[config.mk]
export PLATFORM = sky130hd
export DESIGN_NAME = pcs_front_flat
export DESIGN_NICKNAME = d
export VERILOG_FILES = /design/src/rtl/pearson_correlation_stats_assert.svh /design/src/rtl/pcs_pkg.sv /design/src/rtl/pcs_if.sv /design/src/rtl/pcs_front.sv /design/src/flat_wrapper.sv
export SDC_FILE = /design/constraint.sdc
export NUM_CORES = 2
export LEC_CHECK = 0
export BUFFER_PORTS_ARGS = -buffer_cell sky130_fd_sc_hd__buf_2
export CORE_ASPECT_RATIO = 2
export CORE_MARGIN = 10
export CORE_UTILIZATION = 45
export CTS_BUF_LIST = sky130_fd_sc_hd__clkbuf_16
export CTS_CLUSTER_SIZE = 25
export DETAILED_ROUTE_END_ITERATION = 8
export PLACE_DENSITY_LB_ADDON = 0.08
export SYNTH_ARGS = -nofsm -noshare
export SYNTH_HDL_FRONTEND = slang
export SYNTH_SLANG_ARGS = --single-unit
[constraint.sdc]
create_clock -name i_clk -period 26.6 [get_ports i_clk]
set_clock_uncertainty 0.05 [all_clocks]
set_input_delay 2.66 -clock i_clk [delete_from_list [all_inputs] [get_ports i_clk]]
set_output_delay 2.66 -clock i_clk [all_outputs]
set_load 0.02 [all_outputs]
[src/rtl/pearson_correlation_stats_assert.svh]
// ---------------------------------------------------------------------------
// Assertion macros for the correlation statistics block
// Shared concurrent assertion forms, clocked on i_clk, off during reset.
// ---------------------------------------------------------------------------
`ifndef PEARSON_CORRELATION_STATS_ASSERT_SVH
`define PEARSON_CORRELATION_STATS_ASSERT_SVH

// property holds in the same cycle
`define PCS_ASSERT(lbl, prop) \
    lbl: assert property (@(posedge i_clk) disable iff (!i_rst_n) (prop)) \
        else $error("pcs assertion failed");

// cause in one cycle, effect in the next
`define PCS_ASSERT_NEXT(lbl, pre, post) \
    lbl: assert property (@(posedge i_clk) disable iff (!i_rst_n) (pre) |=> (post)) \
        else $error("pcs assertion failed");

`endif

[src/rtl/pcs_pkg.sv]
// ---------------------------------------------------------------------------
// pcs_pkg
// Types, widths and codes shared by the correlation statistics block.
// ---------------------------------------------------------------------------
package pcs_pkg;

    localparam int MAX_SAMPLES = 1024;
    localparam int SAMPLE_BITS = 16;

    localparam int CNT_W  = 11;
    localparam int SUM_W  = 27;
    localparam int SQ_W   = 42;
    localparam int COV_W  = 40;
    localparam int CORR_W = 16;

    // back-end datapath widths
    localparam int OP_W   = 53;
    localparam int PROD_W = 2 * OP_W;
    localparam int DVD_W  = 136;
    localparam int DVS_W  = 103;
    localparam int QUO_W  = 64;
    localparam int RAD_W  = 34;
    localparam int ROOT_W = 17;
    localparam int SREM_W = 19;

    localparam logic [QUO_W-1:0] COV_MAX = 64'd549755813887;

    localparam logic [1:0] STAT_OK   = 2'd0;
    localparam logic [1:0] STAT_FEW  = 2'd1;
    localparam logic [1:0] STAT_ZVAR = 2'd2;
    localparam logic [1:0] STAT_DROP = 2'd3;

    typedef enum logic [3:0] {
        ST_IDLE,
        ST_M_NXX,
        ST_M_XX,
        ST_M_NYY,
        ST_M_YY,
        ST_M_NXY,
        ST_M_XY,
        ST_DIV_COV,
        ST_M_PROD,
        ST_M_SQ,
        ST_DIV_COR,
        ST_SQRT,
        ST_DONE
    } t_state;

    // sums captured for one report
    typedef struct packed {
        logic [CNT_W-1:0]        count;
        logic signed [SUM_W-1:0] sx;
        logic signed [SUM_W-1:0] sy;
        logic [SQ_W-1:0]         sxx;
        logic [SQ_W-1:0]         syy;
        logic signed [SQ_W-1:0]  sxy;
        logic                    ovf;
    } t_snap;

    typedef struct packed {
        logic full;
        logic empty;
    } t_q_stat;

endpackage

[src/rtl/pcs_if.sv]
// ---------------------------------------------------------------------------
// pcs_in_if / pcs_out_if
// Valid/ready channels for sample beats and report beats.
// ---------------------------------------------------------------------------
interface pcs_in_if;
    logic        valid;
    logic        ready;
    logic signed [15:0] x_sample;
    logic signed [15:0] y_sample;
    logic        report;
    logic        end_of_set;

    modport source (output valid, x_sample, y_sample, report, end_of_set, input ready);
    modport sink   (input valid, x_sample, y_sample, report, end_of_set, output ready);
endinterface


[src/rtl/pcs_front.sv]
// ---------------------------------------------------------------------------
// pcs_front
// Accepts sample beats, keeps the running sums, pushes a snapshot on report.
// ---------------------------------------------------------------------------
module pcs_front (
    input  logic                 i_clk,
    input  logic                 i_rst_n,
    pcs_in_if.sink               i_in,
    input  pcs_pkg::t_q_stat     i_q_stat,
    output logic                 o_push,
    output pcs_pkg::t_snap       o_snap
);

    logic [pcs_pkg::CNT_W-1:0]        r_count, n_count;
    logic signed [pcs_pkg::SUM_W-1:0] r_sx, n_sx, r_sy, n_sy;
    logic [pcs_pkg::SQ_W-1:0]         r_sxx, n_sxx, r_syy, n_syy;
    logic signed [pcs_pkg::SQ_W-1:0]  r_sxy, n_sxy;
    logic                             r_ovf, n_ovf;

    logic signed [pcs_pkg::SAMPLE_BITS-1:0]   x, y;
    logic signed [2*pcs_pkg::SAMPLE_BITS-1:0] pxx, pyy, pxy;
    logic accept;

    assign i_in.ready = !i_q_stat.full;
    assign accept     = i_in.valid && i_in.ready;

    assign x   = i_in.x_sample[pcs_pkg::SAMPLE_BITS-1:0];
    assign y   = i_in.y_sample[pcs_pkg::SAMPLE_BITS-1:0];
    assign pxx = x * x;
    assign pyy = y * y;
    assign pxy = x * y;

    always_comb begin
        n_count = r_count;
        n_sx    = r_sx;
        n_sy    = r_sy;
        n_sxx   = r_sxx;
        n_syy   = r_syy;
        n_sxy   = r_sxy;
        n_ovf   = r_ovf;
        if (r_count < pcs_pkg::CNT_W'(pcs_pkg::MAX_SAMPLES)) begin
            n_count = r_count + 1'b1;
            n_sx    = r_sx + pcs_pkg::SUM_W'(x);
            n_sy    = r_sy + pcs_pkg::SUM_W'(y);
            n_sxx   = r_sxx + pcs_pkg::SQ_W'($unsigned(pxx));
            n_syy   = r_syy + pcs_pkg::SQ_W'($unsigned(pyy));
            n_sxy   = r_sxy + pcs_pkg::SQ_W'(pxy);
        end else begin
            n_ovf = 1'b1;
        end
    end

    assign o_push       = accept && i_in.report;
    assign o_snap.count = n_count;
    assign o_snap.sx    = n_sx;
    assign o_snap.sy    = n_sy;
    assign o_snap.sxx   = n_sxx;
    assign o_snap.syy   = n_syy;
    assign o_snap.sxy   = n_sxy;
    assign o_snap.ovf   = n_ovf;

    always_ff @(posedge i_clk) begin
        if (!i_rst_n || (accept && i_in.end_of_set)) begin
            r_count <= '0;
            r_sx    <= '0;
            r_sy    <= '0;
            r_sxx   <= '0;
            r_syy   <= '0;
            r_sxy   <= '0;
            r_ovf   <= 1'b0;
        end else if (accept) begin
            r_count <= n_count;
            r_sx    <= n_sx;
            r_sy    <= n_sy;
            r_sxx   <= n_sxx;
            r_syy   <= n_syy;
            r_sxy   <= n_sxy;
            r_ovf   <= n_ovf;
        end
    end

endmodule

[src/flat_wrapper.sv]
// flat-port wrapper written by rule: the top's interface ports become plain ports
module pcs_front_flat 
  (i_clk, i_rst_n, i_q_stat, o_push, o_snap, i_in_valid, i_in_x_sample, i_in_y_sample, i_in_report, i_in_end_of_set, i_in_ready);
  pcs_in_if i_in_i ();
  input  logic i_clk;
  input  logic i_rst_n;
  input  pcs_pkg::t_q_stat i_q_stat;
  output logic o_push;
  output pcs_pkg::t_snap o_snap;
  input wire logic [$bits(i_in_i.valid)-1:0] i_in_valid;
  input wire logic [$bits(i_in_i.x_sample)-1:0] i_in_x_sample;
  input wire logic [$bits(i_in_i.y_sample)-1:0] i_in_y_sample;
  input wire logic [$bits(i_in_i.report)-1:0] i_in_report;
  input wire logic [$bits(i_in_i.end_of_set)-1:0] i_in_end_of_set;
  output wire logic [$bits(i_in_i.ready)-1:0] i_in_ready;
  assign i_in_i.valid = i_in_valid;
  assign i_in_i.x_sample = i_in_x_sample;
  assign i_in_i.y_sample = i_in_y_sample;
  assign i_in_i.report = i_in_report;
  assign i_in_i.end_of_set = i_in_end_of_set;
  assign i_in_ready = i_in_i.ready;
  pcs_front u_core (.i_clk(i_clk), .i_rst_n(i_rst_n), .i_in(i_in_i), .i_q_stat(i_q_stat), .o_push(o_push), .o_snap(o_snap));
endmodule
### Word-level counts from Yosys, hierarchy flattened

Cells that the tools add are included.

* $mul: 3
* reductions and logical operators: 6
* magnitude comparators: 1
* add/sub/neg operators: 6
* mux-type cells: 7

Operator list (count)
* 42-bit by 32-bit adder with 42-bit output: 3
* 42-bit two-way mux: 3
* 16-bit by 16-bit multiplier with 32-bit output: 3
* 27-bit by 16-bit adder with 27-bit output: 2
* 27-bit two-way mux: 2
* 11-bit by 1-bit adder with 11-bit output (second input constant): 1
* 11-bit less-than comparator (second input constant): 1
* 11-bit two-way mux: 1
* 1-bit logical AND: 3
* 1-bit zero test: 2
* 1-bit logical OR: 1
* 1-bit two-way mux: 1

* output and inout port bits: 194
* word-level logic and storage cells: 30
* bits of input ports: 39
* register bits after elaboration: 192

### Logic depth before layout (Yosys ltp)

* depth in word-level cells: 4
* gate-level depth with buffers: 35
* gate-level depth less buffers: 34

### Worst setup path before layout

Ideal clock, no wire load.

* path kind: input-to-output
* start point: in i_in_y_sample[1]
* end point: out o_snap[74] in the netlist's numbering
* arrival time: 10.323 ns
* path slack: 13.567 ns
* buffers on the path: 2
* cell stages on the path: 32
* cell sequence: clkbuf_1 -> inv_1 -> clkbuf_1 -> nor2_1 -> fa_1 -> inv_1 -> fa_1 -> fa_1 -> inv_1 -> fa_1 -> fa_1 -> inv_1 -> fa_1 -> inv_1 -> ha_1 -> inv_1 -> o311a_1 -> nor3_1 -> a21oi_1 -> o21bai_1 -> xor2_1 -> ha_1 -> and3_1 -> and2_4 -> a221o_1 -> or2_4 -> o31ai_4 -> o21ai_2 -> a21oi_1 -> o21ai_0 -> xnor2_1 -> o21ai_0

RTL lines
* start, declared: RTL line flat_wrapper.sv:12 `input wire logic [$bits(i_in_i.y_sample)-1:0] i_in_y_sample;`
* end, declared: RTL line flat_wrapper.sv:9 `output pcs_pkg::t_snap o_snap;`

==> results.ini <==
[worst_setup_path]
startpoint_type=primary input
crit_top_cell=fa_1
crit_family=adder cells
cp.arrival_ns=12.19
critPathBufInv=6
path_class=primary input to primary output
end_kind=primary output
critPathMaxFanout=27
slowest_delay_ns=0.77
critPathRequiredTime_ns=23.89
crit_slowest_cell=clkinv_1

[sta]
setup-tns-final_ns=0
tightest_slew_ns=1.08
fin_crit_sh_pct=56.0
setup_viol=0
hold_viol=0
fin_crit_ns=14.90
slew_violations=0
rsz0062_at_grt=false
relSlewSlack_pct=28.1
whs_ns=0.429
fmax_mhz=67.1

[cts]
cts.sinks=192
cts-root-buf=clkbuf_16
cts_tree=built
post_cts_buffers=0
clock_latency_ns=0.48
clk_pin_slew_ns=0.07
htreeDepth=4
cts_buffers=17
cts_buffer_depth=2
cts_resized=0
cts_hold_buffers=0

[synthesis]
seq_area_frac_synth_pct=8.63
syn_nets=6519
synth_edf_count=0
synth_flop_cell=dfxtp_1
postSynthCellCount=5250
yosysUniqueCellTypes=89
ys_warn_count=0
async_flop_share_pct=0
ys_ff_latch=192
synth.avg_cell_area_sq_um=8.48
syn_area_sq_um=44500

[global_route]
use_met1_pct=27.5
antenna_found_initial=3
grt_max_degree=98
use_met3_pct=4.43
grt-busiest-layer=met2
grt_pass1_vias=38936
grt_overflow=0
grt_pass1_wl_mm=217
use_met2_pct=45.8
grt_usage_pct=24.6

[floorplanning]
io-pin-count=233
dieArea_sq_um=113000
core_sq_um=98500
initial_core_util_pct=45.2
die_w_um=242
die_h_um=465
num_rows=163

[min_path]
min_path_type=register to register

[placed_design]
gp_congestion=0.884
port_buffers=231
dpl.hpwl_mm=110
dpl_cell_area_sq_um=47000

[route]
vias_per_cell=5.35
routedWlPerCell_um=20.4
drc=0
drt_iter0_markers=1838
firstDrtPassIters=7
num_vias=35667
totalWireLength_mm=136
ant_nets=0

[final_layout]
nets=6607
final_area_sq_um=47600
drive_gt1_share_pct=7.23
area_growth_pct=6.85

[flow_run]
maxCapViolations=0

[run_status]
status=completed

==> metal layers <==
layer  share of wire [%]  vias to the layer above
li1                    -                    16628
met1                  38                    18057
met2                  53                      774
met3                 5.3                      202
met4                 3.6                        6
met5               0.036                        -
==> tightest hold or removal path, cell delays in order (launching register included) <==
cell and delay [ns]:
dfxtp_1 0.33, nand2_1 0.06, a21oi_1 0.05
==> cell families after synthesis <==
kind of cell	synth area share, %
flip-flops	8.63
buffers and inverters	10.2
multiplexers	0.719
AND/OR/NAND/NOR	15.4
adder cells (fa/ha/maj)	48.3
XOR/XNOR	5.12
AO/OA/AOI/OAI	11.7
==> path summary, 6_finish.rpt <==
kind / start / to / slack (ns) / cells past startpoint
min: u_core.r_sx[5] / u_core.r_sx[5] / 0.43 / 2
max: i_in_x_sample[10] / o_snap[126] / 11.70 / 32
min reg2reg: u_core.r_sx[5] / u_core.r_sx[5] / 0.43 / 2
max reg2reg: u_core.r_sxy[15] / u_core.r_sxy[40] / 20.56 / 19
==> synthesized netlist by cell type, types with 9 or more instances <==
master    instances  area [sq um]
a211oi_1         24           180
a21boi_0         10          75.1
a21o_1           73           548
a21oi_1         234          1170
a31o_2           10          87.6
a31oi_1          21           131
and2_1          172          1080
and3_1           26           163
and4_1            9          78.8
buf_1            16          60.1
clkbuf_1        195           732
dfxtp_1         192          3840
fa_1            814         16300
ha_1            416          5200
inv_1           984          3690
mux2_2           16           180
mux2i_1          14           140
nand2_1         700          2630
nand2b_1         50           313
nand3_1          72           360
nand4_1          20           125
nor2_1          312          1170
nor2b_1          17           106
nor3_1           66           330
o211ai_1         18           135
o21a_1           30           225
o21ai_0         254          1270
o21ai_1          12          60.1
o21bai_1         25           188
o31ai_1          26           195
or2_2            12          75.1
or3_1            15          93.8
xnor2_1         156          1370
xor2_1          104           911
==> registers in the layout, summed over array words and instances, names as in the netlist <==
name / cells
u_core.r_count: 11
u_core.r_syy: 42
u_core.r_sy: 27
u_core.r_ovf: 1
u_core.r_sxx: 42
u_core.r_sxy: 42
u_core.r_sx: 27
==> stage by stage <==
stage	worst slack [ns]	util [%]	std cells
floorplan	13.57	-	5250
global placement	11.70	47.7	6639
detailed placement	11.75	47.7	6639
CTS	11.68	48.3	6670
global route	11.30	48.3	6670
finish	11.70	48.3	6671
==> area by class of cell <==
type,count,area [sq um]
repair buffers,282,1550
clock buffers,17,425
well taps,1320,1650
flip-flops and latches,192,3850
inverters,991,3720
clock inverters,14,188
multi-input cells,3854,36200
fillers,9768,50900
diodes,1,2.50
==> cells in the final DEF (no fill, tap or decap), types with 6 or more instances in the layout <==
cell       netlist  layout
inv_1          984     986
fa_1           814     814
nand2_1        700     698
ha_1           416     416
nor2_1         312     311
o21ai_0        254     254
a21oi_1        234     234
buf_2            0     231
dfxtp_1        192     191
and2_1         172     171
xnor2_1        156     156
xor2_1         104     104
a21o_1          73      73
nand3_1         72      72
nor3_1          66      66
buf_4            1      50
nand2b_1        50      49
o21a_1          30      30
and3_1          26      26
o31ai_1         26      26
o21bai_1        25      25
a211oi_1        24      24
a31oi_1         21      21
nand4_1         20      20
o211ai_1        18      18
clkbuf_16        0      17
mux2_2          16      16
nor2b_1         17      16
or3_1           15      15
mux2i_1         14      14
or2_2           12      12
o21ai_1         12      12
a21boi_0        10      10
a31o_2          10      10
and4_1           9       9
nor3b_1          8       8
o31a_1           8       8
a41o_1           8       8
clkinv_1         6       7
or4_1            6       6
Power is left out: the tool's default activity adds up to more than one toggle a clock period on the data nets, which glitch-free logic cannot reach.
