==> src/rtl/pearson_correlation_stats_assert.svh <==
// ---------------------------------------------------------------------------
// Assertion macros for the correlation statistics block
// Shared concurrent assertion forms, clocked on i_clk, off during reset.
// ---------------------------------------------------------------------------
`ifndef PEARSON_CORRELATION_STATS_ASSERT_SVH
`define PEARSON_CORRELATION_STATS_ASSERT_SVH

// property holds in the same cycle
`define PCS_ASSERT(lbl, prop) \
    lbl: assert property (@(posedge i_clk) disable iff (!i_rst_n) (prop)) \
        else $error("pcs assertion failed");

// cause in one cycle, effect in the next
`define PCS_ASSERT_NEXT(lbl, pre, post) \
    lbl: assert property (@(posedge i_clk) disable iff (!i_rst_n) (pre) |=> (post)) \
        else $error("pcs assertion failed");

`endif

==> src/rtl/pcs_pkg.sv <==
// ---------------------------------------------------------------------------
// pcs_pkg
// Types, widths and codes shared by the correlation statistics block.
// ---------------------------------------------------------------------------
package pcs_pkg;

    localparam int MAX_SAMPLES = 1024;
    localparam int SAMPLE_BITS = 16;

    localparam int CNT_W  = 11;
    localparam int SUM_W  = 27;
    localparam int SQ_W   = 42;
    localparam int COV_W  = 40;
    localparam int CORR_W = 16;

    // back-end datapath widths
    localparam int OP_W   = 53;
    localparam int PROD_W = 2 * OP_W;
    localparam int DVD_W  = 136;
    localparam int DVS_W  = 103;
    localparam int QUO_W  = 64;
    localparam int RAD_W  = 34;
    localparam int ROOT_W = 17;
    localparam int SREM_W = 19;

    localparam logic [QUO_W-1:0] COV_MAX = 64'd549755813887;

    localparam logic [1:0] STAT_OK   = 2'd0;
    localparam logic [1:0] STAT_FEW  = 2'd1;
    localparam logic [1:0] STAT_ZVAR = 2'd2;
    localparam logic [1:0] STAT_DROP = 2'd3;

    typedef enum logic [3:0] {
        ST_IDLE,
        ST_M_NXX,
        ST_M_XX,
        ST_M_NYY,
        ST_M_YY,
        ST_M_NXY,
        ST_M_XY,
        ST_DIV_COV,
        ST_M_PROD,
        ST_M_SQ,
        ST_DIV_COR,
        ST_SQRT,
        ST_DONE
    } t_state;

    // sums captured for one report
    typedef struct packed {
        logic [CNT_W-1:0]        count;
        logic signed [SUM_W-1:0] sx;
        logic signed [SUM_W-1:0] sy;
        logic [SQ_W-1:0]         sxx;
        logic [SQ_W-1:0]         syy;
        logic signed [SQ_W-1:0]  sxy;
        logic                    ovf;
    } t_snap;

    typedef struct packed {
        logic full;
        logic empty;
    } t_q_stat;

endpackage

==> src/rtl/pcs_queue.sv <==
// ---------------------------------------------------------------------------
// pcs_queue
// Two-entry snapshot queue between the accumulator and the report engine.
// ---------------------------------------------------------------------------
module pcs_queue (
    input  logic             i_clk,
    input  logic             i_rst_n,
    input  logic             i_push,
    input  pcs_pkg::t_snap   i_snap,
    input  logic             i_pop,
    output pcs_pkg::t_snap   o_head,
    output pcs_pkg::t_q_stat o_stat
);

    pcs_pkg::t_snap r_mem [2];
    logic           r_wp, r_rp;
    logic [1:0]     r_fill;

    assign o_head       = r_mem[r_rp];
    assign o_stat.full  = (r_fill == 2'd2);
    assign o_stat.empty = (r_fill == 2'd0);

    always_ff @(posedge i_clk) begin
        if (!i_rst_n) begin
            r_wp   <= 1'b0;
            r_rp   <= 1'b0;
            r_fill <= 2'd0;
        end else begin
            if (i_push) r_wp <= !r_wp;
            if (i_pop)  r_rp <= !r_rp;
            if (i_push && !i_pop)      r_fill <= r_fill + 2'd1;
            else if (i_pop && !i_push) r_fill <= r_fill - 2'd1;
        end
    end

    always_ff @(posedge i_clk) begin
        if (i_push) r_mem[r_wp] <= i_snap;
    end

endmodule

==> config.mk <==
export PLATFORM = sky130hd
export DESIGN_NAME = pcs_queue
export DESIGN_NICKNAME = d
export VERILOG_FILES = /design/src/rtl/pearson_correlation_stats_assert.svh /design/src/rtl/pcs_pkg.sv /design/src/rtl/pcs_queue.sv
export SDC_FILE = /design/constraint.sdc
export NUM_CORES = 1
export LEC_CHECK = 0
export ABC_CLOCK_PERIOD_IN_PS = 12550
export BUFFER_PORTS_ARGS = -buffer_cell sky130_fd_sc_hd__buf_2
export CORE_UTILIZATION = 52
export DETAILED_ROUTE_END_ITERATION = 10
export GPL_TIMING_DRIVEN = 0
export PLACE_DENSITY = 0.76
export SLEW_MARGIN = 10
export SYNTH_ARGS = -nofsm -noshare
export SYNTH_HDL_FRONTEND = slang
export SYNTH_SLANG_ARGS = --single-unit
==> constraint.sdc <==
create_clock -name i_clk -period 12.55 [get_ports i_clk]
set_input_delay 1.255 -clock i_clk [delete_from_list [all_inputs] [get_ports i_clk]]
set_output_delay 1.255 -clock i_clk [all_outputs]
set_load 0.1 [all_outputs]
**Word level (Yosys, flattened, before mapping)**

Memories as Yosys holds them, arrays and structs flattened. A register that Yosys moved wholly into a read port is not among the register bits.
Cells that the tools add are included.

- Register bits: 4
- RAM bits: 384
- Bits of input ports: 196
- Output and inout bits: 194
- Word-level logic and storage cells: 21
- Memories: 1

Memories:

| name | words | width | read ports | clocked after memory_dff | wr ports | line | RTL |
|---|---|---|---|---|---|---|---|
| r_mem | 2 | 192 | 1 | 1 | 1 | pcs_queue.sv:15 | `pcs_pkg::t_snap r_mem [2];` |

- Add/sub/neg operators: 2
- Eq/ne operators: 1
- Multiplexer cells: 6
- Reductions and logical operators: 8

Operators by type and width:

| operator | number |
|---|---|
| $logic_not 1->1 | 4 |
| $mux 1 | 4 |
| $mux 2 | 2 |
| $add 2x1->2 const B | 1 |
| $eq 2x2->1 const B | 1 |
| $logic_and 1x1->1 | 2 |
| $logic_not 2->1 | 1 |
| $reduce_bool 2->1 | 1 |
| $sub 2x1->2 const B | 1 |

**Longest topological paths before layout**

Gate-level depths: netlist of the first run.

- Word-level depth: 4
- Depth in mapped cells: 5
- Depth with buffers taken out: 5

**Least setup slack after synthesis of the first run**

OpenSTA, ideal clock, no wires.

- Path kind: input to register
- From: input i_push
- To: register r_wp
- Setup time: 0.097 ns
- Data arrival time: 10.248 ns
- Required time: 12.453 ns
- Path slack: 2.205 ns
- Cell stages on the path: 2
- Buffers on the path: 0
- Cell sequence: nor2b_1 -> o21a_1

RTL lines:

| element | line | RTL |
|---|---|---|
| from (decl) | pcs_queue.sv:8 | `input logic i_push,` |
| to (signal assigned) | pcs_queue.sv:29 | `if (i_push) r_wp <= !r_wp;` |
| to (decl) | pcs_queue.sv:16 | `logic r_wp, r_rp;` |

==> results_dict.tcl, run 1 <==
set metrics [dict create \
    synth_cell_types 17 \
    min_path_type "reg2reg" \
    portBuffers 389 \
    p_sw_mw 1.066 \
    synthFlopType "edfxtp_1" \
    grt_pass1_vias 7814 \
    worstSetupEndpointType "output port" \
    slew_violations 0 \
    power_leakage_nw 6.779 \
    holdBufCountCts 0 \
    syn_inst 619 \
    combinationalPowerShare_pct 22.7 \
    grt_max_degree 60 \
    synth_common_cells "edfxtp_1, mux2_2, buf_6, dfxtp_1, and2_1" \
    clockRootBuffer "clkbuf_16" \
    path_cells "buf_6 -> buf_6 -> mux2_2 -> buf_2" \
    initial_utilization_pct 53.66 \
    grt_pass1_wl_mm 43.59 \
    htreeDepth 2 \
    die-height_um 166.9 \
    intPower_mw 2.269 \
    clk_latency_ns 0.51 \
    max_freq_ghz 0.3077 \
    drv_cap 0 \
    holdPathStages 2 \
    cp_num_cells 4 \
    final.setup_skew_ns 0.01067 \
    first_iter_violations 398 \
    critPathKind "reg2out" \
    num_vias 7351 \
    synth_top_area_share_pct 81.54 \
    min_period_over_period_pct 25.89 \
    place_congestion 0.7674 \
    clockPowerShare_pct 31.8 \
    critPathSlowestCell "dfxtp_1" \
    dieArea_um2 27860 \
    swShare_pct 31.96 \
    post_drt_via_cell_ratio 5.141 \
    clockBufferDepth 3 \
    antenna_found_initial 9 \
    status "finished, final reports clean" \
    yosysSeqAreaShare_pct 82.25 \
    core-area_um2 26350 \
    grt_overflow 0 \
    hold_viol 0 \
    power.density_nw_per_um2 185.6 \
    route.detailed.drc 0 \
    wl_per_cell_um 20.49 \
    hold-worst-slack_ns 0.5075 \
    vdd_drop_max_mv 0.1851 \
    place_area_um2 16780 \
    pre_cts_ws_ns 9.594 \
    yosysTopAreaCell "edfxtp_1" \
    crit_path_max_incr_delay_ns 0.39 \
    dr.pass1.iters 4 \
    io_pins 390 \
    area_growth_pct 27.08 \
    synth_edf_count 384 \
    slew_headroom_pct 59.86 \
    p_seq_share_pct 45.5 \
    syn_avg_cell_area_um2 22.85 \
    drive_gt1_share_pct 61.12 \
    synth_nets 816 \
    dpl.hpwl_mm 20.20 \
    synth-async-reset-ratio_pct 0 \
    ys_seq_elements 389 \
    ant_nets 0 \
    row_count 59 \
    stdcell_area_um2 17970 \
    cts_tree "yes" \
    start_kind "flop" \
    syn_area_um2 14140 \
    crit_path_max_fanout 10 \
    setup_viol 0 \
    ff2ff_path_depth 3 \
    die_x_um 166.9 \
    yosys_warnings 0 \
    path_clk_slew_ns 0.06 \
    path_buf_inv 3 \
    routed_wl_mm 29.29 \
    track_usage_pct 20.74 \
    grt_setup_unrepaired "false" \
    worstPathArrival_ns 1.99 \
    path_delay_family "buffers and inverters" \
    min_period_ns 3.250 \
    layout.nets 1257 \
    postCtsSetupBuffers 0 \
    setup_ws_ns 9.300 \
    tightest_slew_ns 0.6008 \
    synth.most_common_cell "edfxtp_1" \
    cp_data_required_time_ns 11.30 \
    synth_area_leaders "edfxtp_1, mux2_2, buf_6" \
    worst_path_most_repeated_cell "buf_6" \
    cts_sinks 389 \
    cts_resized 0 \
    cts_buffers 39 \
]
==> path summary, 6_finish.rpt <==
path / end / from / slack [ns]
setup / recovery: o_head[16] / flop / 9.30
hold / removal: r_fill[1] / r_fill[1] / 0.51
setup reg to reg: r_mem[1][5] / r_wp / 10.61
hold reg to reg: r_fill[1] / r_fill[1] / 0.51
==> logic make-up (layout without fill, tap and decap cells) <==
family,after synthesis,count (layout),share of synthesized area (%)
DFF,389,389,82.25
muxes,192,192,15.29
buffers and inverters,22,491,1.655
and+or+nand+nor,9,9,0.3893
AOI/OAI and AO/OA,3,3,0.1416
xor gates and xnor gates,3,3,0.1858
adders and majority gates,1,1,0.08847
other,0,7,0
==> per-layer routing <==
metal	part of all wire, %	track usage, %	wire, um
met1	36	22.21	10430
met2	51	37.06	14940
met3	11	8.769	3275
met4	2.2	6.200	631
met5	0.061	0	18
==> layout by cell type (no fill, tap or decap), types with 2 or more instances in the layout <==
cell type    n
buf_2      390
clkinv_1    11
dfxtp_1      5
diode_2      7
clkbuf_16   41
buf_12       5
clkbuf_1     8
buf_16       6
clkinv_2     7
buf_6       20
edfxtp_1   384
mux2_2     192
and2_1       3
xor2_1       2
==> worst reg2reg max path: cells and delay by family (launching register included) <==
kind	cells	cell delay, ns
buf+inv	2	0.66
simple gates	1	0.49
flops	1	0.39
==> through the flow <==
stage	TNS, ns	utilization, %	power [mW]	cells
global placement	-546.26	62.64	2.308	1343
global route	0	68.16	3.437	1427
CTS	0	68.12	3.362	1423
detailed placement	0	63.68	2.304	1354
finish	0	68.19	3.335	1430
floorplan	0	-	2.174	619
==> power by group through the flow <==
stage | sequential [mW] | clock (mW) | combinational [mW]
6_report | 1.52 | 1.06 | 0.758
4_1_cts | 1.52 | 1.08 | 0.762
5_1_grt | 1.52 | 1.14 | 0.779
3_3_place_gp | 1.57 | 0 | 0.740
2_1_floorplan | 1.56 | 0 | 0.617
3_5_place_dp | 1.54 | 0 | 0.759
==> flip-flops by register name, summed over array words and instances (netlist names), named ones only <==
register / flops
r_mem: 384
r_rp: 1
r_wp: 1
r_fill: 2
==> final cells by class <==
| type | count | area [um2] |
|---|---|---|
| antenna | 7 | 17.52 |
| buffer | 21 | 230.2 |
| clock buffer | 49 | 1056 |
| clock inverter | 20 | 115.1 |
| fill | 1741 | 8383 |
| inverter | 1 | 3.754 |
| multi-input combinational | 208 | 2286 |
| sequential | 389 | 11630 |
| tap | 335 | 419.2 |
| timing repair buffer | 400 | 2212 |
(Power assumes the default switching activity.)
==> run 2, diff against run 1 <==
--- a/config.mk
+++ b/config.mk
@@ -5,12 +5,12 @@
 export SDC_FILE = /design/constraint.sdc
 export NUM_CORES = 1
 export LEC_CHECK = 0
-export ABC_CLOCK_PERIOD_IN_PS = 12550
+export ABC_CLOCK_PERIOD_IN_PS = 2900
 export BUFFER_PORTS_ARGS = -buffer_cell sky130_fd_sc_hd__buf_2
-export CORE_UTILIZATION = 52
+export CORE_UTILIZATION = 47
 export DETAILED_ROUTE_END_ITERATION = 10
 export GPL_TIMING_DRIVEN = 0
-export PLACE_DENSITY = 0.76
+export PLACE_DENSITY = 0.73
 export SLEW_MARGIN = 10
 export SYNTH_ARGS = -nofsm -noshare
 export SYNTH_HDL_FRONTEND = slang
==> constraint.sdc (replaced) <==
create_clock -name i_clk -period 2.9 [get_ports i_clk]
set_input_delay 0.29 -clock i_clk [delete_from_list [all_inputs] [get_ports i_clk]]
set_output_delay 0.29 -clock i_clk [all_outputs]
set_load 0.1 [all_outputs]
==> results_dict.tcl, run 2 (same netlist as run 1, synthesis figures left out) <==
set metrics [dict create \
    worstSetupEndpointType "output port" \
    status "finished, final reports clean" \
    row_count 63 \
    power_leakage_nw 7.565 \
    cp_num_cells 4 \
    track_usage_pct 20.14 \
    reg.largest.list "r_mem: 384 flops, r_fill: 2 flops" \
    largest_register_ffs 384 \
    cts_buffers 39 \
    min_period_over_period_pct 78.90 \
    grt_pass1_vias 8834 \
    dieArea_um2 30780 \
    ff2ff_path_depth 3 \
    final_common_cell "buf_2" \
    layout_common_cells "buf_2, edfxtp_1, mux2_2, dlygate4sd3_1, clkbuf_16" \
    route.detailed.drc 0 \
    slew_violations 0 \
    holdPathStages 2 \
    place_congestion 0.7609 \
    path_cells "buf_6 -> buf_6 -> mux2_2 -> buf_2" \
    io_pins 390 \
    hold_viol 0 \
    core-area_um2 29640 \
    critPathSlowestCell "dfxtp_1" \
    layout.nets 1448 \
    critPathKind "reg2out" \
    crit_path_max_incr_delay_ns 0.38 \
    hold-worst-slack_ns 0.03285 \
    num_vias 8131 \
    clockRootBuffer "clkbuf_16" \
    start_kind "flop" \
    regMostFlops "r_mem" \
    grt_overflow 0 \
    slew_headroom_pct 47.69 \
    stdcell_area_um2 19910 \
    grt_pass1_wl_mm 47.63 \
    dp.cells 1408 \
    worstPathArrival_ns 2.00 \
    path_delay_family "buffers and inverters" \
    max_freq_ghz 0.4371 \
    portBuffers 389 \
    cts_tree "yes" \
    wl_per_cell_um 19.01 \
    place_area_um2 16810 \
    tightest_slew_ns 0.7846 \
    min_path_type "in2reg" \
    vdd_drop_max_mv 0.6747 \
    area_growth_pct 40.77 \
    drv_cap 0 \
    dr.pass1.iters 4 \
    grt_setup_unrepaired "false" \
    post_drt_via_cell_ratio 4.869 \
    htreeDepth 2 \
    first_iter_violations 369 \
    dpl.hpwl_mm 19.57 \
    postCtsSetupBuffers 0 \
    drive_gt1_share_pct 52.15 \
    initial_utilization_pct 47.71 \
    setup_viol 0 \
    clockBufferDepth 3 \
    clk_latency_ns 0.51 \
    antenna_found_initial 0 \
    cp_data_required_time_ns 2.61 \
    routed_wl_mm 31.75 \
    n_fill_cell 1898 \
    fin_cells 1670 \
    cts_sinks 389 \
    ant_nets 0 \
    path_clk_slew_ns 0.06 \
    path_buf_inv 3 \
    power.density_nw_per_um2 739.3 \
    min_period_ns 2.288 \
    worst_path_most_repeated_cell "buf_6" \
    crit_path_max_fanout 10 \
    die-height_um 175.5 \
    grt_max_degree 55 \
    final.setup_skew_ns 0.01091 \
    die_x_um 175.5 \
]
## run 2: cell count changes in the layout (fill, tap and decap cells not counted), sizes merged
cell	before	now
dlygate4sd3	0	192
diode	7	1
clkinv	19	16
clkbuf	49	51
buf	421	420
clkinvlp	0	1
## run 2: layer usage
layer | routed length [um] | GRT usage, % | part of all wire, %
met5 | 0 | 0 | 0
met4 | 749 | 6.123 | 2.4
met3 | 2879 | 6.667 | 9.1
met2 | 16220 | 36.14 | 51
met1 | 11910 | 22.65 | 38
## run 2: repair_timing
action / CTS / global route
endpoints found under the hold margin: 384 / 0
hold buffers: 192 / 0
gates resized for setup: 0 / 0
## run 2: report_power, final
group | total [mW] | switching [mW] | internal [mW]
combinational | 3.49 | 2.67 | 0.821
sequential | 6.57 | 0.0692 | 6.50
clock | 4.65 | 1.98 | 2.67
## run 2: final timing paths
check             slack (ns)            to       from
setup / recovery        0.61    o_head[16]       flop
hold / removal          0.03          r_wp    i_rst_n
setup reg to reg        0.80  r_mem[1][38]       r_wp
hold reg to reg         0.53     r_fill[1]  r_fill[1]
## run 2: cell type report
type	instances	area (um2)	area share, %
flip-flops and latches	389	11630	58.43
repair buffers	591	4091	20.55
multi-input cells	208	2286	11.48
clock buffers	51	1064	5.343
well taps	390	488.0	2.451
plain buffers	21	230.2	1.157
clock inverters	18	110.1	0.5531
inverters	1	3.754	0.01886
diodes	1	2.502	0.01257
## run 2: worst register-to-register path, stage by stage (launching register included)
cell     delay (ns)
dfxtp_1        0.38
and2_4         0.66
buf_16         0.37
buf_16         0.30
## run 2: metrics by stage
| stage | worst slack (ns) | power (mW) | utilization (%) | setup TNS [ns] |
|---|---|---|---|---|
| 6_report | 0.6119 | 14.72 | 67.16 | 0 |
| 5_1_grt | 0.5318 | 15.15 | 67.16 | 0 |
| 4_1_cts | 0.5575 | 14.78 | 67.16 | 0 |
| 3_5_place_dp | 0.7302 | 9.953 | 56.71 | 0 |
| 3_3_place_gp | -2.392 | 9.905 | 55.96 | -763.43 |
| 2_1_floorplan | -0.7104 | 9.360 | - | -194.05 |
