===== src/rtl/pearson_correlation_stats_assert.svh =====
// ---------------------------------------------------------------------------
// Assertion macros for the correlation statistics block
// Shared concurrent assertion forms, clocked on i_clk, off during reset.
// ---------------------------------------------------------------------------
`ifndef PEARSON_CORRELATION_STATS_ASSERT_SVH
`define PEARSON_CORRELATION_STATS_ASSERT_SVH

// property holds in the same cycle
`define PCS_ASSERT(lbl, prop) \
    lbl: assert property (@(posedge i_clk) disable iff (!i_rst_n) (prop)) \
        else $error("pcs assertion failed");

// cause in one cycle, effect in the next
`define PCS_ASSERT_NEXT(lbl, pre, post) \
    lbl: assert property (@(posedge i_clk) disable iff (!i_rst_n) (pre) |=> (post)) \
        else $error("pcs assertion failed");

`endif


===== src/rtl/pcs_pkg.sv =====
// ---------------------------------------------------------------------------
// pcs_pkg
// Types, widths and codes shared by the correlation statistics block.
// ---------------------------------------------------------------------------
package pcs_pkg;

    localparam int MAX_SAMPLES = 1024;
    localparam int SAMPLE_BITS = 16;

    localparam int CNT_W  = 11;
    localparam int SUM_W  = 27;
    localparam int SQ_W   = 42;
    localparam int COV_W  = 40;
    localparam int CORR_W = 16;

    // back-end datapath widths
    localparam int OP_W   = 53;
    localparam int PROD_W = 2 * OP_W;
    localparam int DVD_W  = 136;
    localparam int DVS_W  = 103;
    localparam int QUO_W  = 64;
    localparam int RAD_W  = 34;
    localparam int ROOT_W = 17;
    localparam int SREM_W = 19;

    localparam logic [QUO_W-1:0] COV_MAX = 64'd549755813887;

    localparam logic [1:0] STAT_OK   = 2'd0;
    localparam logic [1:0] STAT_FEW  = 2'd1;
    localparam logic [1:0] STAT_ZVAR = 2'd2;
    localparam logic [1:0] STAT_DROP = 2'd3;

    typedef enum logic [3:0] {
        ST_IDLE,
        ST_M_NXX,
        ST_M_XX,
        ST_M_NYY,
        ST_M_YY,
        ST_M_NXY,
        ST_M_XY,
        ST_DIV_COV,
        ST_M_PROD,
        ST_M_SQ,
        ST_DIV_COR,
        ST_SQRT,
        ST_DONE
    } t_state;

    // sums captured for one report
    typedef struct packed {
        logic [CNT_W-1:0]        count;
        logic signed [SUM_W-1:0] sx;
        logic signed [SUM_W-1:0] sy;
        logic [SQ_W-1:0]         sxx;
        logic [SQ_W-1:0]         syy;
        logic signed [SQ_W-1:0]  sxy;
        logic                    ovf;
    } t_snap;

    typedef struct packed {
        logic full;
        logic empty;
    } t_q_stat;

endpackage


===== src/rtl/pcs_if.sv =====


interface pcs_out_if;
    logic        valid;
    logic        ready;
    logic [10:0] sample_count;
    logic signed [39:0] covariance;
    logic signed [15:0] correlation;
    logic [1:0]  status;

    modport source (output valid, sample_count, covariance, correlation, status,
                    input ready);
    modport sink   (input valid, sample_count, covariance, correlation, status,
                    output ready);
endinterface


===== src/rtl/pcs_back.sv =====
// ---------------------------------------------------------------------------
// pcs_back
// Report engine: shift-add multiplier, restoring divider and digit-by-digit
// square root run in sequence over one snapshot, result held in a register.
// ---------------------------------------------------------------------------
`include "pearson_correlation_stats_assert.svh"

module pcs_back (
    input  logic             i_clk,
    input  logic             i_rst_n,
    input  pcs_pkg::t_snap   i_head,
    input  pcs_pkg::t_q_stat i_q_stat,
    output logic             o_pop,
    pcs_out_if.source        o_out
);

    pcs_pkg::t_state r_state, n_state;
    logic            r_run;
    pcs_pkg::t_snap  r_snap;

    logic [pcs_pkg::PROD_W-1:0] r_ma, r_acc;
    logic [pcs_pkg::OP_W-1:0]   r_mb;
    logic [pcs_pkg::OP_W-1:0]   r_dxx, r_dyy;
    logic signed [pcs_pkg::OP_W-1:0] r_dxy;

    logic [pcs_pkg::DVD_W-1:0]  r_dvd;
    logic [pcs_pkg::DVS_W-1:0]  r_dvs, r_rem;
    logic [pcs_pkg::QUO_W-1:0]  r_quo;
    logic [7:0]                 r_cnt;

    logic [pcs_pkg::RAD_W-1:0]  r_rad;
    logic [pcs_pkg::ROOT_W-1:0] r_root;
    logic [pcs_pkg::SREM_W-1:0] r_srem;

    logic signed [pcs_pkg::COV_W-1:0]  r_cov;
    logic signed [pcs_pkg::CORR_W-1:0] r_corr;
    logic [1:0]                        r_status;

    logic                              r_out_valid;
    logic [pcs_pkg::CNT_W-1:0]         r_out_count;
    logic signed [pcs_pkg::COV_W-1:0]  r_out_cov;
    logic signed [pcs_pkg::CORR_W-1:0] r_out_corr;
    logic [1:0]                        r_out_status;

    logic out_load, unit_done, is_mul, zero_var;
    logic [pcs_pkg::OP_W-1:0] mul_a, mul_b, prod53, dxy_mag;
    logic [pcs_pkg::SUM_W-1:0] sx_mag, sy_mag;
    logic [pcs_pkg::SQ_W-1:0]  sxy_mag;
    logic [2*pcs_pkg::CNT_W-1:0] den;
    logic [pcs_pkg::DVS_W:0]   rem_sh;
    logic                      div_ge;
    logic [pcs_pkg::SREM_W+1:0] srem_sh, trial;
    logic                      sq_ge;
    logic [pcs_pkg::ROOT_W:0]  m_ext;
    logic [pcs_pkg::ROOT_W-1:0] m_val;
    logic dxy_neg;

    assign sx_mag  = r_snap.sx[pcs_pkg::SUM_W-1] ? -r_snap.sx : r_snap.sx;
    assign sy_mag  = r_snap.sy[pcs_pkg::SUM_W-1] ? -r_snap.sy : r_snap.sy;
    assign sxy_mag = r_snap.sxy[pcs_pkg::SQ_W-1] ? -r_snap.sxy : r_snap.sxy;
    assign dxy_neg = r_dxy[pcs_pkg::OP_W-1];
    assign dxy_mag = dxy_neg ? -r_dxy : r_dxy;
    assign prod53  = r_acc[pcs_pkg::OP_W-1:0];
    assign den     = r_snap.count * (r_snap.count - 1'b1);
    assign zero_var = (r_dxx == '0) || (r_dyy == '0);

    assign rem_sh  = {r_rem, r_dvd[pcs_pkg::DVD_W-1]};
    assign div_ge  = rem_sh >= {1'b0, r_dvs};
    assign srem_sh = {r_srem, r_rad[pcs_pkg::RAD_W-1 -: 2]};
    assign trial   = {2'b00, r_root, 2'b01};
    assign sq_ge   = srem_sh >= trial;
    assign m_ext   = ({1'b0, r_root} + 1'b1) >> 1;
    assign m_val   = m_ext[pcs_pkg::ROOT_W-1:0];

    always_comb begin
        is_mul = 1'b0;
        mul_a  = '0;
        mul_b  = '0;
        case (r_state)
            pcs_pkg::ST_M_NXX: begin
                is_mul = 1'b1;
                mul_a  = pcs_pkg::OP_W'(r_snap.count);
                mul_b  = pcs_pkg::OP_W'(r_snap.sxx);
            end
            pcs_pkg::ST_M_XX: begin
                is_mul = 1'b1;
                mul_a  = pcs_pkg::OP_W'(sx_mag);
                mul_b  = pcs_pkg::OP_W'(sx_mag);
            end
            pcs_pkg::ST_M_NYY: begin
                is_mul = 1'b1;
                mul_a  = pcs_pkg::OP_W'(r_snap.count);
                mul_b  = pcs_pkg::OP_W'(r_snap.syy);
            end
            pcs_pkg::ST_M_YY: begin
                is_mul = 1'b1;
                mul_a  = pcs_pkg::OP_W'(sy_mag);
                mul_b  = pcs_pkg::OP_W'(sy_mag);
            end
            pcs_pkg::ST_M_NXY: begin
                is_mul = 1'b1;
                mul_a  = pcs_pkg::OP_W'(r_snap.count);
                mul_b  = pcs_pkg::OP_W'(sxy_mag);
            end
            pcs_pkg::ST_M_XY: begin
                is_mul = 1'b1;
                mul_a  = pcs_pkg::OP_W'(sx_mag);
                mul_b  = pcs_pkg::OP_W'(sy_mag);
            end
            pcs_pkg::ST_M_PROD: begin
                is_mul = 1'b1;
                mul_a  = r_dxx;
                mul_b  = r_dyy;
            end
            pcs_pkg::ST_M_SQ: begin
                is_mul = 1'b1;
                mul_a  = dxy_mag;
                mul_b  = dxy_mag;
            end
            default: begin
                is_mul = 1'b0;
            end
        endcase
    end

    always_comb begin
        case (r_state)
            pcs_pkg::ST_DIV_COV, pcs_pkg::ST_DIV_COR, pcs_pkg::ST_SQRT:
                unit_done = (r_cnt == 8'd0);
            default:
                unit_done = is_mul && (r_mb == '0);
        endcase
    end

    // next state
    always_comb begin
        n_state = r_state;
        case (r_state)
            pcs_pkg::ST_IDLE: begin
                if (!i_q_stat.empty) begin
                    n_state = (i_head.count < pcs_pkg::CNT_W'(2)) ? pcs_pkg::ST_DONE
                                                                   : pcs_pkg::ST_M_NXX;
                end
            end
            pcs_pkg::ST_M_NXX: if (r_run && unit_done) n_state = pcs_pkg::ST_M_XX;
            pcs_pkg::ST_M_XX:  if (r_run && unit_done) n_state = pcs_pkg::ST_M_NYY;
            pcs_pkg::ST_M_NYY: if (r_run && unit_done) n_state = pcs_pkg::ST_M_YY;
            pcs_pkg::ST_M_YY:  if (r_run && unit_done) n_state = pcs_pkg::ST_M_NXY;
            pcs_pkg::ST_M_NXY: if (r_run && unit_done) n_state = pcs_pkg::ST_M_XY;
            pcs_pkg::ST_M_XY:  if (r_run && unit_done) n_state = pcs_pkg::ST_DIV_COV;
            pcs_pkg::ST_DIV_COV: begin
                if (r_run && unit_done)
                    n_state = zero_var ? pcs_pkg::ST_DONE : pcs_pkg::ST_M_PROD;
            end
            pcs_pkg::ST_M_PROD:  if (r_run && unit_done) n_state = pcs_pkg::ST_M_SQ;
            pcs_pkg::ST_M_SQ:    if (r_run && unit_done) n_state = pcs_pkg::ST_DIV_COR;
            pcs_pkg::ST_DIV_COR: if (r_run && unit_done) n_state = pcs_pkg::ST_SQRT;
            pcs_pkg::ST_SQRT:    if (r_run && unit_done) n_state = pcs_pkg::ST_DONE;
            pcs_pkg::ST_DONE:    if (out_load) n_state = pcs_pkg::ST_IDLE;
            default:             n_state = pcs_pkg::ST_IDLE;
        endcase
    end

    // outputs
    always_comb begin
        o_pop    = (r_state == pcs_pkg::ST_IDLE) && !i_q_stat.empty;
        out_load = (r_state == pcs_pkg::ST_DONE) && (!r_out_valid || o_out.ready);
    end

    always_ff @(posedge i_clk) begin
        if (!i_rst_n) begin
            r_state     <= pcs_pkg::ST_IDLE;
            r_run       <= 1'b0;
            r_out_valid <= 1'b0;
        end else begin
            r_state <= n_state;
            if (r_state == pcs_pkg::ST_IDLE || r_state == pcs_pkg::ST_DONE)
                r_run <= 1'b0;
            else if (!r_run)
                r_run <= 1'b1;
            else if (unit_done)
                r_run <= 1'b0;
            if (out_load)
                r_out_valid <= 1'b1;
            else if (o_out.ready)
                r_out_valid <= 1'b0;
        end
    end

    // datapath
    always_ff @(posedge i_clk) begin
        if (o_pop) begin
            r_snap <= i_head;
            if (i_head.count < pcs_pkg::CNT_W'(2)) begin
                r_cov    <= '0;
                r_corr   <= '0;
                r_status <= pcs_pkg::STAT_FEW;
            end
        end

        // shared shift-add multiplier
        if (is_mul) begin
            if (!r_run) begin
                r_ma  <= pcs_pkg::PROD_W'(mul_a);
                r_mb  <= mul_b;
                r_acc <= '0;
            end else if (!unit_done) begin
                if (r_mb[0]) r_acc <= r_acc + r_ma;
                r_ma <= r_ma << 1;
                r_mb <= r_mb >> 1;
            end else begin
                case (r_state)
                    pcs_pkg::ST_M_NXX: r_dxx <= prod53;
                    pcs_pkg::ST_M_XX:  r_dxx <= r_dxx - prod53;
                    pcs_pkg::ST_M_NYY: r_dyy <= prod53;
                    pcs_pkg::ST_M_YY:  r_dyy <= r_dyy - prod53;
                    pcs_pkg::ST_M_NXY:
                        r_dxy <= r_snap.sxy[pcs_pkg::SQ_W-1] ? -prod53 : prod53;
                    pcs_pkg::ST_M_XY:
                        r_dxy <= (r_snap.sx[pcs_pkg::SUM_W-1] ^ r_snap.sy[pcs_pkg::SUM_W-1])
                                 ? r_dxy + prod53 : r_dxy - prod53;
                    // divisor for the correlation step comes straight off the multiplier
                    pcs_pkg::ST_M_PROD: r_dvs <= r_acc[pcs_pkg::DVS_W-1:0];
                    default: ;
                endcase
            end
        end

        // restoring divider, one quotient bit a cycle
        if (r_state == pcs_pkg::ST_DIV_COV || r_state == pcs_pkg::ST_DIV_COR) begin
            if (!r_run) begin
                if (r_state == pcs_pkg::ST_DIV_COV) begin
                    r_dvd <= (pcs_pkg::DVD_W'(dxy_mag) << 9) + pcs_pkg::DVD_W'(den);
                    r_dvs <= pcs_pkg::DVS_W'(den) << 1;
                end else begin
                    // dividend Dxy^2 * 2^32, divisor Dxx*Dyy kept in r_dvs
                    r_dvd <= {r_acc[pcs_pkg::DVD_W-33:0], 32'd0};
                end
                r_rem <= '0;
                r_quo <= '0;
                r_cnt <= 8'(pcs_pkg::DVD_W);
            end else if (!unit_done) begin
                r_rem <= div_ge ? pcs_pkg::DVS_W'(rem_sh - {1'b0, r_dvs})
                                : rem_sh[pcs_pkg::DVS_W-1:0];
                r_quo <= {r_quo[pcs_pkg::QUO_W-2:0], div_ge};
                r_dvd <= r_dvd << 1;
                r_cnt <= r_cnt - 8'd1;
            end else if (r_state == pcs_pkg::ST_DIV_COV) begin
                if (r_quo > pcs_pkg::COV_MAX)
                    r_cov <= dxy_neg ? {1'b1, {(pcs_pkg::COV_W-1){1'b0}}}
                                     : {1'b0, {(pcs_pkg::COV_W-1){1'b1}}};
                else
                    r_cov <= dxy_neg ? -r_quo[pcs_pkg::COV_W-1:0]
                                     : r_quo[pcs_pkg::COV_W-1:0];
                r_corr <= '0;
                if (r_snap.ovf)    r_status <= pcs_pkg::STAT_DROP;
                else if (zero_var) r_status <= pcs_pkg::STAT_ZVAR;
                else               r_status <= pcs_pkg::STAT_OK;
            end
        end

        // integer square root, one result bit a cycle
        if (r_state == pcs_pkg::ST_SQRT) begin
            if (!r_run) begin
                r_rad  <= r_quo[pcs_pkg::RAD_W-1:0];
                r_root <= '0;
                r_srem <= '0;
                r_cnt  <= 8'(pcs_pkg::ROOT_W);
            end else if (!unit_done) begin
                r_srem <= sq_ge ? pcs_pkg::SREM_W'(srem_sh - trial)
                                : srem_sh[pcs_pkg::SREM_W-1:0];
                r_root <= {r_root[pcs_pkg::ROOT_W-2:0], sq_ge};
                r_rad  <= r_rad << 2;
                r_cnt  <= r_cnt - 8'd1;
            end else begin
                // m = ceil(root/2); full scale only reachable for negative r
                if (dxy_neg)
                    r_corr <= -m_val[pcs_pkg::CORR_W-1:0];
                else if (m_val > pcs_pkg::ROOT_W'(32767))
                    r_corr <= {1'b0, {(pcs_pkg::CORR_W-1){1'b1}}};
                else
                    r_corr <= m_val[pcs_pkg::CORR_W-1:0];
            end
        end

        if (out_load) begin
            r_out_count  <= r_snap.count;
            r_out_cov    <= r_cov;
            r_out_corr   <= r_corr;
            r_out_status <= r_status;
        end
    end

    assign o_out.valid        = r_out_valid;
    assign o_out.sample_count = r_out_count;
    assign o_out.covariance   = r_out_cov;
    assign o_out.correlation  = r_out_corr;
    assign o_out.status       = r_out_status;

    `PCS_ASSERT(a_pop_when_idle, !o_pop || (r_state == pcs_pkg::ST_IDLE))
    `PCS_ASSERT_NEXT(a_pop_leaves_idle, o_pop, r_state != pcs_pkg::ST_IDLE)
    `PCS_ASSERT(a_few_is_zero, !(r_out_valid && (r_out_status == pcs_pkg::STAT_FEW)) ||
                ((r_out_cov == '0) && (r_out_corr == '0)))
    `PCS_ASSERT(a_zvar_corr_zero, !(r_out_valid && (r_out_status == pcs_pkg::STAT_ZVAR)) ||
                (r_out_corr == '0))

endmodule


===== src/flat_wrapper.sv =====
// flat-port wrapper written by rule: the top's interface ports become plain ports
module pcs_back_flat 
  (i_clk, i_rst_n, i_head, i_q_stat, o_pop, o_out_valid, o_out_sample_count, o_out_covariance, o_out_correlation, o_out_status, o_out_ready);
  pcs_out_if o_out_i ();
  input  logic i_clk;
  input  logic i_rst_n;
  input  pcs_pkg::t_snap i_head;
  input  pcs_pkg::t_q_stat i_q_stat;
  output logic o_pop;
  output wire logic [$bits(o_out_i.valid)-1:0] o_out_valid;
  output wire logic [$bits(o_out_i.sample_count)-1:0] o_out_sample_count;
  output wire logic [$bits(o_out_i.covariance)-1:0] o_out_covariance;
  output wire logic [$bits(o_out_i.correlation)-1:0] o_out_correlation;
  output wire logic [$bits(o_out_i.status)-1:0] o_out_status;
  input wire logic [$bits(o_out_i.ready)-1:0] o_out_ready;
  assign o_out_valid = o_out_i.valid;
  assign o_out_sample_count = o_out_i.sample_count;
  assign o_out_covariance = o_out_i.covariance;
  assign o_out_correlation = o_out_i.correlation;
  assign o_out_status = o_out_i.status;
  assign o_out_i.ready = o_out_ready;
  pcs_back u_core (.i_clk(i_clk), .i_rst_n(i_rst_n), .i_head(i_head), .i_q_stat(i_q_stat), .o_pop(o_pop), .o_out(o_out_i));
endmodule

===== config.mk =====
export PLATFORM = sky130hd
export DESIGN_NAME = pcs_back_flat
export DESIGN_NICKNAME = d
export VERILOG_FILES = /design/src/rtl/pcs_pkg.sv /design/src/rtl/pcs_if.sv /design/src/rtl/pcs_back.sv /design/src/flat_wrapper.sv
export VERILOG_INCLUDE_DIRS = /design/src /design/src/rtl
export SDC_FILE = /design/constraint.sdc
export NUM_CORES = 2
export LEC_CHECK = 0
export ABC_CLOCK_PERIOD_IN_PS = 29400
export BUFFER_PORTS_ARGS = -buffer_cell sky130_fd_sc_hd__buf_2
export CAP_MARGIN = 30
export CELL_PAD_IN_SITES_DETAIL_PLACEMENT = 1
export CELL_PAD_IN_SITES_GLOBAL_PLACEMENT = 1
export CORE_UTILIZATION = 25
export DETAILED_ROUTE_END_ITERATION = 10
export PLACE_DENSITY_LB_ADDON = 0.15
export SYNTH_ARGS = -nofsm -noshare
export SYNTH_HDL_FRONTEND = slang
export SYNTH_SLANG_ARGS = --single-unit

===== constraint.sdc =====
create_clock -name i_clk -period 29.4 [get_ports i_clk]
set_input_delay 2.94 -clock i_clk [delete_from_list [all_inputs] [get_ports i_clk]]
set_output_delay 2.94 -clock i_clk [all_outputs]
set_load 0.02 [all_outputs]

# After elaboration in Yosys (flattened, before gate mapping)

Index checks and enable logic that the tools add are counted.

Register bits: 1233
Logic and storage cells: 209
Output and inout bits: 71
Bits of input ports: 197

Multiplexer cells: 91
Add/sub/neg operators: 18
Eq/ne operators: 27
Magnitude comparators: 5
Bitwise logic cells: 2
$mul: 1
Reductions and logical operators: 33

Operators with widths:

| cell                 | number |
|---|---|
| $mux 103             | 9 |
| $mux 136             | 3 |
| $pmux 53 s7          | 1 |
| $mux 40              | 9 |
| $mux 106             | 3 |
| $mux 53              | 6 |
| $pmux 53 s2          | 3 |
| $pmux 53 s5          | 1 |
| $mux 16              | 11 |
| $logic_not 53->1     | 3 |
| $sub 53x53->53       | 3 |
| $add 106x106->106    | 1 |
| $neg 53->53          | 2 |
| $ge 104x103->1       | 1 |
| $sub 103x103->103    | 1 |
| $mux 34              | 2 |
| $gt 64x39->1 const B | 1 |
| $mux 64              | 1 |
| $add 62x22->63       | 1 |
| $mux 4               | 14 |
| $mux 27              | 2 |
| $neg 27->27          | 2 |
| $add 53x53->53       | 1 |
| $pmux 4 s13          | 1 |
| 39 further kinds     | 95 |

# Depth between registers and ports, before layout

Depth after elaboration: 11
Gate-level depth with buffers: 37
Mapped depth without buffers: 35

# Worst setup path before layout

Ideal clock, no wire load.

Path kind: input to register
Start point: input i_q_stat[0] (netlist bit)
End point: register u_core.r_corr[10] (netlist bit)
Stages: 6
Required time: 29.283 ns
Buffers on the path: 1
Arrival: 25.615 ns
Path slack: 3.668 ns
Library setup time: 0.117 ns
Path through: nor4_1 > nand2_1 > and2_0 > nor2b_1 > clkbuf_1 > a22o_1

Word-level cells in the longest chain between the ends: 10

Ends and longest elaborated chain:

| what                  | line              | source |
|---|---|---|
| from (decl)           | flat_wrapper.sv:8 | `input pcs_pkg::t_q_stat i_q_stat;` |
| $logic_not 1->1 (*)   | -                 |  |
| $logic_and 1x1->1 (*) | pcs_back.sv:166   | `o_pop = (r_state == pcs_pkg::ST_IDLE) && !i_q_stat.empty;` |
| $mux 16 (*)           | pcs_back.sv:192   | `if (o_pop) begin` |
| $mux 16               | pcs_back.sv:248   | `end else if (r_state == pcs_pkg::ST_DIV_COV) begin` |
| $mux 16               | pcs_back.sv:242   | `end else if (!unit_done) begin` |
| $mux 16               | pcs_back.sv:231   | `if (!r_run) begin` |
| $mux 16 (*)           | pcs_back.sv:230   | `if (r_state == pcs_pkg::ST_DIV_COV \|\| r_state == pcs_pkg::ST_DIV_COR) begin` |
| $mux 16               | pcs_back.sv:269   | `end else if (!unit_done) begin` |
| $mux 16               | pcs_back.sv:264   | `if (!r_run) begin` |
| $mux 16 (*)           | pcs_back.sv:263   | `if (r_state == pcs_pkg::ST_SQRT) begin` |
| to (signal assigned)  | pcs_back.sv:278   | `r_corr <= -m_val[pcs_pkg::CORR_W-1:0];` |
| to (signal assigned)  | pcs_back.sv:280   | `r_corr <= {1'b0, {(pcs_pkg::CORR_W-1){1'b1}}};` |
| to (signal assigned)  | pcs_back.sv:282   | `r_corr <= m_val[pcs_pkg::CORR_W-1:0];` |
| to (decl)             | pcs_back.sv:36    | `logic signed [pcs_pkg::CORR_W-1:0] r_corr;` |

Every way passes the cells marked *; elsewhere a longest branch is shown, timed or not.
A chain may end at the register's enable or synchronous reset.

# Final worst setup path

Start point: register u_core.r_snap[181] (netlist bit)
End point: register u_core.r_dvd[51] (netlist bit), data pin

Word-level cells in the longest chain between the ends: 5

Ends and longest elaborated chain:

| what                   | line            | source |
|---|---|---|
| from (decl)            | pcs_back.sv:19  | `pcs_pkg::t_snap r_snap;` |
| from (signal assigned) | pcs_back.sv:193 | `r_snap <= i_head;` |
| $sub 11x1->12          | pcs_back.sv:64  | `assign den = r_snap.count * (r_snap.count - 1'b1);` |
| $mul 11x22->22 (*)     | pcs_back.sv:64  |  |
| $add 62x22->63 (*)     | pcs_back.sv:233 | `r_dvd <= (pcs_pkg::DVD_W'(dxy_mag) << 9) + pcs_pkg::DVD_W'(den);` |
| $mux 136 (*)           | pcs_back.sv:232 | `if (r_state == pcs_pkg::ST_DIV_COV) begin` |
| $mux 136 (*)           | pcs_back.sv:231 |  |
| to (signal assigned)   | pcs_back.sv:233 |  |
| to (signal assigned)   | pcs_back.sv:237 | `r_dvd <= {r_acc[pcs_pkg::DVD_W-33:0], 32'd0};` |
| to (signal assigned)   | pcs_back.sv:246 | `r_dvd <= r_dvd << 1;` |
| to (decl)              | pcs_back.sv:26  | `logic [pcs_pkg::DVD_W-1:0] r_dvd;` |

Marked as above.

==> impl_metrics.toml <==
[layout]
syn_to_final_growth_pct = 14.7
fin_nets = 9965
final_area_mm2 = 0.0956
drive_above_1_share_pct = 8.98
fin_util_pct = 28.9
final_cell_count_no_fill = 13700

[setup_path]
cp.arrival_ps = 10730
required_ps = 29990
crit_fanout = 15
path_class = "reg2reg"
critPathLaunchType = "register"
cp-end-kind = "register"
max_stage_delay_ps = 560
crit_slowest_cell = "or4_1"
r2r-end = "u_core.r_dvd[51]$_DFFE_PP_"
critPathLaunch = "u_core.r_snap[181]$_DFFE_PP_"
worstReg2RegStart = "u_core.r_snap[181]$_DFFE_PP_"
critPathTopFamily = "adder cells"
timing.critical_path.buf_inv = 7
r2r_cells = 36
rrSetupSlack_ps = 19250

[pwr]
combPwrFrac_pct = 45.9
power.internal_mw = 4.69
pwr-share-clk_pct = 27.2
leakage_nw = 36.0
seq_power_share_pct = 26.9
switchingPower_mw = 3.18
p_per_area_mw_per_mm2 = 82.3
p_total_mw = 7.87
swShare_pct = 40.4
peakVddDrop_uv = 156

[hold_path]
hold_start = "u_core.r_cov[19]$_DFF_P_"
hold_end = "u_core.o_out.covariance[19]$_DFFE_PP_"
min_path_cells = 0
hold_path_class = "reg2reg"

[global_route]
grt_pass1_vias = 71800
grt_overflow_total = 0
grt_max_degree = 214
antenna_found_initial = 18
grt_usage_pct = 18.4
grt_pass1_wl_um = 470000

[clocking]
insertion_delay_ps = 880
cts_hold_buf = 0
cts_setup_buffers = 0
cts.sinks = 1228
cts_tree = "built"
cts_root_buf = "clkbuf_16"
cts_buffers = 169
clk_path_buf_depth = 4
ctsResizeCount = 0
htreeDepth = 4
cts.reportedPaths.clkPinSlew_ps = 70

[synth]
netlist_area_mm2 = 0.0834
seq_area_frac_synth_pct = 42.1
synthFlopType = "edfxtp_1"
ys_warn_count = 0
synthCells = 9041
yosysUniqueCellTypes = 92
synth-edff-count = 1053
synthArstFlopShare_pct = 0
syn_area_per_cell_um2 = 9.22
synth-seq-cells = 1228

[routing]
drc = 0
first_pass_iters = 6
drt_iter0_drc = 4256
ant_nets = 0
wl_per_cell_um = 22.9
vias = 68800
vias_per_cell = 5.03
routed_wirelength_um = 314000

[timing]
hold_violations = 0
tightest_slew_ps = 1120
fin_hold_ws_ps = 431
setup_violations = 0
tns_ps = 0
max_slew_margin_pct = 25.5
layout_min_cycle_time_ps = 10150
drv_slew = 0
rsz0062_at_grt = "false"
clock_skew_ps = 84.8
fmax_mhz = 98.6
fin_crit_sh_pct = 34.5
setup_slack_ps = 19250

[floorplanning]
die_w_um = 579
dieArea_mm2 = 0.336
design.portCount = 268
start_util_pct = 25.2
row_count = 211
die_h_um = 579
fp.coreArea_mm2 = 0.331

[placement]
routabilityCongestion = 0.878
port_buffers = 266
placed_cell_area_mm2 = 0.0899
dp_hpwl_um = 241000
placed_cells = 13400
dp_slack_ps = 19320

[status]
status = "complete, no violations"

[flow_run]
maxCapViolations = 0
[metal layers]
metal,up-vias,routed length (um),share of wire (%),GRT usage (%)
met2,1195,141000,45,29.7
met5,-,0,0,0
met1,34400,154000,49,26.1
met4,0,8220,2.6,4.84
met3,342,10600,3.4,1.75
li1,32900,-,-,-
[worst max path at each step]
stage | endpoint | slack, ps | cells past startpoint
after floorplan | u_core.r_corr[10]$_DFF_P_ | 3670 | 6
after global placement | u_core.r_dvd[51]$_DFFE_PP_ | 19390 | 35
after detailed placement | u_core.r_dvd[51]$_DFFE_PP_ | 19320 | 36
after CTS | u_core.r_dvd[51]$_DFFE_PP_ | 19220 | 36
after global routing | u_core.r_dvd[51]$_DFFE_PP_ | 18730 | 36
final | u_core.r_dvd[51]$_DFFE_PP_ | 19250 | 36
[sequential cells by signal, summed over array words and instances, names as in the netlist, 4 cells and up]
name / count
u_core.o_out.covariance: 40
u_core.r_dyy: 53
u_core.o_out.sample_count: 11
u_core.r_dvd: 135
u_core.r_root: 17
u_core.r_dxy: 53
u_core.r_acc: 104
u_core.r_cnt: 8
u_core.r_cov: 40
u_core.r_dvs: 103
u_core.r_rem: 103
u_core.r_rad: 34
u_core.r_quo: 64
u_core.r_corr: 16
u_core.r_mb: 53
u_core.r_srem: 19
u_core.o_out.correlation: 16
u_core.r_dxx: 53
u_core.r_ma: 104
u_core.r_snap: 192
u_core.r_state: 4
[cell type report]
cell class                      count  area (um^2)
Timing Repair Buffer              419         2560
Inverter                          511         1930
Antenna cell                        3         7.51
Sequential cell                  1228        35100
Fill cell                       38200       235000
Clock inverter                     95          923
Clock buffer                      215         4760
Multi-Input combinational cell   6857        44900
Tap cell                         4366         5460
[power by group through the flow]
stage / Combinational, mW / Clock [mW] / Sequential, mW
after global routing: 4.01 / 2.27 / 2.12
final: 3.61 / 2.14 / 2.11
after floorplan: 2.62 / 0 / 2.12
after global placement: 3.58 / 0 / 2.15
after CTS: 3.64 / 2.22 / 2.12
after detailed placement: 3.62 / 0 / 2.15
[cells in the mapped netlist (all sizes together) (42+ instances only)]
master	count	area, um^2
nor2b	109	682
and2	152	951
nor3	139	696
clkbuf	428	1610
a31oi	84	526
nand2	1230	4620
nand2b	118	746
o31ai	120	901
a21o	255	1910
mux2	42	473
a22oi	45	338
o21a	72	541
nor2	565	2120
inv	506	1900
xor2	255	2230
edfxtp	1053	31600
ha	455	5690
buf	49	194
a211oi	63	473
dfxtp	175	3500
or3	77	502
or4	57	448
xnor2	408	3570
o21ai	687	3440
nor4	98	628
fa	127	2540
nand4	107	669
a21oi	774	3870
o21bai	86	646
and3	53	332
nand3	165	826
[placed cells by master, fill, tap and decap left out, types with 255 or more instances in the layout]
cell	instances
a21o_1	255
a21oi_1	773
buf_2	269
edfxtp_1	1053
ha_1	455
inv_1	505
nand2_1	1226
nor2_1	554
o21ai_0	683
xnor2_1	407
xor2_1	255
[kinds of logic after synthesis]
kind of cell	share of synthesized area, %
adder cells (fa/ha/maj)	9.88
AND/OR/NAND/NOR	16.5
other	0.00901
flip-flops	42.1
multiplexers	0.844
AO/OA/AOI/OAI	19.1
XOR/XNOR	7.02
buffers and inverters	4.47
(Power assumes the default switching activity.)
